$ cat src/tprc_pkg.sv
// Shared types, codes and arithmetic helpers for the thick-plane ray clip core.
package tprc_pkg;

  // Quotient bits produced by the divider and steps done per divider stage
  localparam int QUO_BITS       = 31;
  localparam int STEPS_PER_ST   = 4;
  localparam int DIV_STAGES     = (QUO_BITS + STEPS_PER_ST - 1) / STEPS_PER_ST;

  // Configuration register indexes
  localparam logic [2:0] REG_NORMAL_X = 3'd0;
  localparam logic [2:0] REG_NORMAL_Y = 3'd1;
  localparam logic [2:0] REG_NORMAL_Z = 3'd2;
  localparam logic [2:0] REG_ANCHOR_X = 3'd3;
  localparam logic [2:0] REG_ANCHOR_Y = 3'd4;
  localparam logic [2:0] REG_ANCHOR_Z = 3'd5;
  localparam logic [2:0] REG_HALF_TH  = 3'd6;

  // Hit place codes on the result word
  localparam logic [1:0] PLACE_NONE  = 2'd0;
  localparam logic [1:0] PLACE_START = 2'd1;
  localparam logic [1:0] PLACE_INNER = 2'd2;

  // Outcome of one ray as settled before the divider
  typedef enum logic [1:0] {
    K_MISS   = 2'd0,
    K_INSIDE = 2'd1,
    K_OVF    = 2'd2,
    K_HIT    = 2'd3
  } kind_t;

  typedef struct packed {
    logic signed [31:0] origin_x;
    logic signed [31:0] origin_y;
    logic signed [31:0] origin_z;
    logic signed [31:0] dir_x;
    logic signed [31:0] dir_y;
    logic signed [31:0] dir_z;
    logic signed [31:0] limit_in;
    logic               unbounded_in;
  } in_word_t;

  typedef struct packed {
    logic               hit;
    logic signed [31:0] limit_out;
    logic               unbounded_out;
    logic [1:0]         hit_place;
  } out_word_t;

  typedef struct packed {
    logic signed [31:0] normal_x;
    logic signed [31:0] normal_y;
    logic signed [31:0] normal_z;
    logic signed [31:0] anchor_x;
    logic signed [31:0] anchor_y;
    logic signed [31:0] anchor_z;
    logic [30:0]        half_th;
  } cfg_t;

  // Front end result: classification and magnitudes of distance and rate
  typedef struct packed {
    logic               in_slab;
    logic               away;
    logic [31:0]        abs_d;
    logic [31:0]        abs_r;
    logic signed [31:0] limit;
    logic               unb;
  } mid_t;

  // Data that rides along the divider untouched
  typedef struct packed {
    kind_t              kind;
    logic signed [31:0] limit;
    logic               unb;
  } side_t;

  typedef struct packed {
    logic [31:0]          rem;
    logic [QUO_BITS-1:0]  dq;
  } div_acc_t;

  typedef struct packed {
    div_acc_t    acc;
    logic [31:0] dvs;
    side_t       side;
  } div_word_t;

  // Clamp a wide signed sum to the signed 32-bit range
  function automatic logic signed [31:0] sat32(input logic signed [51:0] v);
    logic signed [51:0] hi;
    logic signed [51:0] lo;
    hi = 52'sd2147483647;
    lo = -52'sd2147483648;
    if (v > hi) begin
      sat32 = 32'sh7fffffff;
    end else if (v < lo) begin
      sat32 = 32'sh80000000;
    end else begin
      sat32 = v[31:0];
    end
  endfunction

  // One restoring division step: shift in a dividend bit, subtract if it fits
  function automatic div_acc_t div_step(input div_acc_t a, input logic [31:0] dvs);
    logic [32:0] t;
    div_acc_t    n;
    t = {a.rem, a.dq[QUO_BITS-1]};
    if (t >= {1'b0, dvs}) begin
      n.rem = 32'(t - {1'b0, dvs});
      n.dq  = {a.dq[QUO_BITS-2:0], 1'b1};
    end else begin
      n.rem = t[31:0];
      n.dq  = {a.dq[QUO_BITS-2:0], 1'b0};
    end
    return n;
  endfunction

endpackage

$ cat src/tprc_div.sv
// Pipelined restoring divider, a few quotient bits per stage, with sideband.
module tprc_div
  import tprc_pkg::*;
(
  input  logic      clk,
  input  logic      rst_n,
  input  logic      up_valid,
  input  div_word_t up_word,
  output logic      up_rdy,
  output logic      dn_valid,
  output div_word_t dn_word,
  input  logic      dn_rdy
);

  logic      v_r  [DIV_STAGES];
  div_word_t st_r [DIV_STAGES];
  logic      vin  [DIV_STAGES+1];
  div_word_t win  [DIV_STAGES+1];
  logic      rdy  [DIV_STAGES+1];

  assign vin[0]          = up_valid;
  assign win[0]          = up_word;
  assign rdy[DIV_STAGES] = dn_rdy;

  for (genvar s = 0; s < DIV_STAGES; s++) begin : g_st
    localparam int STEPS = (s == DIV_STAGES - 1) ?
                           QUO_BITS - STEPS_PER_ST * (DIV_STAGES - 1) : STEPS_PER_ST;
    div_acc_t  acc;
    div_word_t res;

    // Run this stage's division steps
    always_comb begin
      acc = win[s].acc;
      for (int k = 0; k < STEPS; k++) begin
        acc = div_step(acc, win[s].dvs);
      end
      res     = win[s];
      res.acc = acc;
    end

    assign rdy[s] = !v_r[s] || rdy[s+1];

    always_ff @(posedge clk) begin
      if (!rst_n) begin
        v_r[s] <= 1'b0;
      end else if (rdy[s]) begin
        v_r[s] <= vin[s];
      end
    end

    always_ff @(posedge clk) begin
      if (rdy[s]) st_r[s] <= res;
    end

    assign vin[s+1] = v_r[s];
    assign win[s+1] = st_r[s];
  end

  assign up_rdy   = rdy[0];
  assign dn_valid = vin[DIV_STAGES];
  assign dn_word  = win[DIV_STAGES];

endmodule

$ cat config.mk
export PLATFORM = sky130hd
export DESIGN_NAME = tprc_div
export DESIGN_NICKNAME = d
export VERILOG_FILES = /design/src/tprc_pkg.sv /design/src/tprc_div.sv
export SDC_FILE = /design/constraint.sdc
export NUM_CORES = 2
export LEC_CHECK = 0
export BUFFER_PORTS_ARGS = -buffer_cell sky130_fd_sc_hd__buf_2
export CAP_MARGIN = 20
export CORE_MARGIN = 1.5
export CORE_UTILIZATION = 40
export CTS_BUF_LIST = sky130_fd_sc_hd__clkbuf_16
export DETAILED_ROUTE_END_ITERATION = 7
export GPL_TIMING_DRIVEN = 1
export HOLD_SLACK_MARGIN = 0.05
export PLACE_DENSITY_LB_ADDON = 0.3
export SYNTH_ARGS = -nofsm -noshare
export SYNTH_HDL_FRONTEND = slang
export SYNTH_SLANG_ARGS = --single-unit
$ cat constraint.sdc
create_clock -name clk -period 34.6 [get_ports clk]
set_input_delay 1.73 -clock clk [delete_from_list [all_inputs] [get_ports clk]]
set_output_delay 1.73 -clock clk [all_outputs]
set_load 0.02 [all_outputs]
==> flow_summary.ini <==
[global_routing]
met1_usage = 0.301
gr-max-usage-layer = met2
grt_max_degree = 77
antenna_found_initial = 24
gr-usage-all-layers = 0.234
grt_overflow = 0
grt_pass1_vias = 73100
use_met2 = 0.407
grt_pass1_wl_mm = 428
grt_use_met3 = 0.0247

[synth]
ys_seq_elements = 1048
netlist_area_mm2 = 0.0925
syn_area_per_cell_um2 = 9.45
synth_flop_cell = edfxtp_1
yosysSeqAreaShare = 0.340
synthTopCellsByCount = edfxtp_1 (1047), ha_1 (992), a21oi_1 (869), nand2_1 (686), nor2_1 (642)
yosysTopAreaCell = edfxtp_1
yosysMostFrequentCell = edfxtp_1
synth_nets = 10900
synthCells = 9792
synth_edf_count = 1047
synth_area_leaders = edfxtp_1 (34%), ha_1 (13%), mux2_2 (5.3%), xnor2_1 (5.0%), a21oi_1 (4.7%)
async_reset_ff_frac = 0
synth.distinct_cells = 108
netlist.area_leader.share = 0.340
yosysWarnings = 0

[critical_path]
endpoint_kind = flip-flop
critical-path-max-stage-delay_ns = 0.77
cp_common_cell = inv_1
path_class = flip-flop to flip-flop
cpMaxStageDelayCell = or4b_1
critPathArrivalTime_ns = 17.17
cp-start-kind = flip-flop
cp.required_ns = 35.08
crit_fanout = 30

[sta]
fin_crit_sh = 0.482
fin_crit_ns = 16.69
rsz0062_at_grt = false
finClkSkew_ns = 0.120
fin_tns_setup_ns = 0
finalSetupViolCount = 0
relSlewSlack = 0.252
finalHoldViolCount = 0
slew_viol_final = 0
worstMarginPinSlew_ns = 1.12
fmax_ghz = 0.0599

[job]
maxCapViolCount = 0

[run_status]
status = finished, final reports clean

[min_path]
hold_path_class = flip-flop to flip-flop

[clock_network]
cts_tree = built
hold_buffers = 0
post-cts-setup-buffer-count = 0
clockRootBuffer = clkbuf_16
clkLatencyLatePin_ns = 0.84
cts_sinks = 1048
ctsResizeCount = 0
cts_htree_levels = 3
clk_pin_slew_worst_paths_ns = 0.06
clock_path_buffers = 3
cts_buffers = 117

[drt]
antenna_left = 0
wl_per_cell_um = 21.8
drcViolationCount = 0
vias_per_cell = 5.79
dr.first_iter.drc_count = 5941
dr.pass1.iters = 6
vias = 75400
drt_wl_total_mm = 284

[floorplanning]
io_pins = 266
dieWidth_um = 484
rows = 176
die_h_um = 484
floorplan.initialDensity = 0.402
die_area_mm2 = 0.234
core_region_area_mm2 = 0.230

[cells_and_area]
syn_to_final_growth_pct = 8.51
nFillCells = 22200
drive_gt1_frac = 0.107
nets = 11100

[place]
port_buffers = 265
dp_hpwl_mm = 231
gp_congestion = 0.976
-- layout make-up --
type | instances | area (um2) | share of cell area
timing repair buffer | 315 | 1740 | 0.0173
inverter | 624 | 2370 | 0.0236
antenna | 4 | 10.0 | 0.0000997
multi-input combinational | 7807 | 57100 | 0.568
tap | 3026 | 3790 | 0.0377
sequential | 1048 | 31500 | 0.313
clock buffer | 117 | 2930 | 0.0292
clock inverter | 99 | 1050 | 0.0104
-- layout by cell type (no fill, tap or decap), types with 70 or more instances in the layout --
master     count
mux2_2       438
buf_2        265
nand2b_1     121
inv_1        623
o21a_1       142
clkbuf_16    117
nor2_1       640
a21o_1       456
a31oi_1       81
nor2b_1      139
xnor2_1      526
edfxtp_1    1047
o21bai_1     135
o21ai_0      635
nor3_1       186
mux2i_1       70
a211oi_1      70
a21oi_1      868
ha_1         992
nand4_1      147
xor2_1       287
nand3_1      173
nand2_1      682
and3_1        81
-- cells by family (layout without fill, tap and decap cells) --
group                      Yosys count  after routing  synth area share
AOI/OAI and AO/OA                 2972           2972             0.206
and+or+nand+nor                   2483           2483             0.130
DFF                               1048           1048             0.340
adders and majority gates         1023           1023             0.141
buffers and inverters              937           1155            0.0444
xor gates and xnor gates           813            813            0.0770
muxes                              516            516            0.0621
other                                0              4                 0
-- through the flow --
step / cell area (um2) / instances / util / setup slack [ns] / hold WS [ns]
floorplan: 92500 / 9792 / - / 20.72 / 0.400
CTS: 100000 / 13000 / 0.436 / 18.16 / 0.305
global route: 100000 / 13000 / 0.437 / 16.75 / 0.310
detailed placement: 96400 / 12800 / 0.419 / 17.52 / 0.405
finish: 100000 / 13000 / 0.437 / 17.91 / 0.325
global placement: 96400 / 12800 / 0.419 / 17.81 / 0.401
-- worst paths after layout --
kind,from,end,slack [ns],depth (start not counted)
worst max-delay path,st_r[0][36],st_r[0][229],17.91,55
worst min-delay path,st_r[1][150],st_r[1][280],0.32,0
worst max register to register,st_r[0][36],st_r[0][229],17.91,55
worst min register to register,st_r[1][150],st_r[1][280],0.32,0
-- state kept, by name, summed over array words and instances, names as in the netlist --
register  flops
st_r       1040
v_r           8
-- metal layers --
metal	routed length [um]	vias up
li1	-	36600
met1	122000	36000
met2	137000	2297
met3	15300	530
met4	10600	8
met5	41	-
-- critical path, delay by kind of cell (launching register included) --
| family | cells | cell delay (ns) |
|---|---|---|
| flip-flops | 1 | 0.50 |
| AND/OR/NAND/NOR | 11 | 3.64 |
| multiplexers | 1 | 0.39 |
| AO/OA/AOI/OAI | 30 | 8.29 |
| buffers and inverters | 9 | 2.08 |
| adder cells (fa/ha/maj) | 4 | 1.39 |
Power is not shown: default switching activity piles up to over one toggle a cycle in this logic, so the estimate is an artifact.
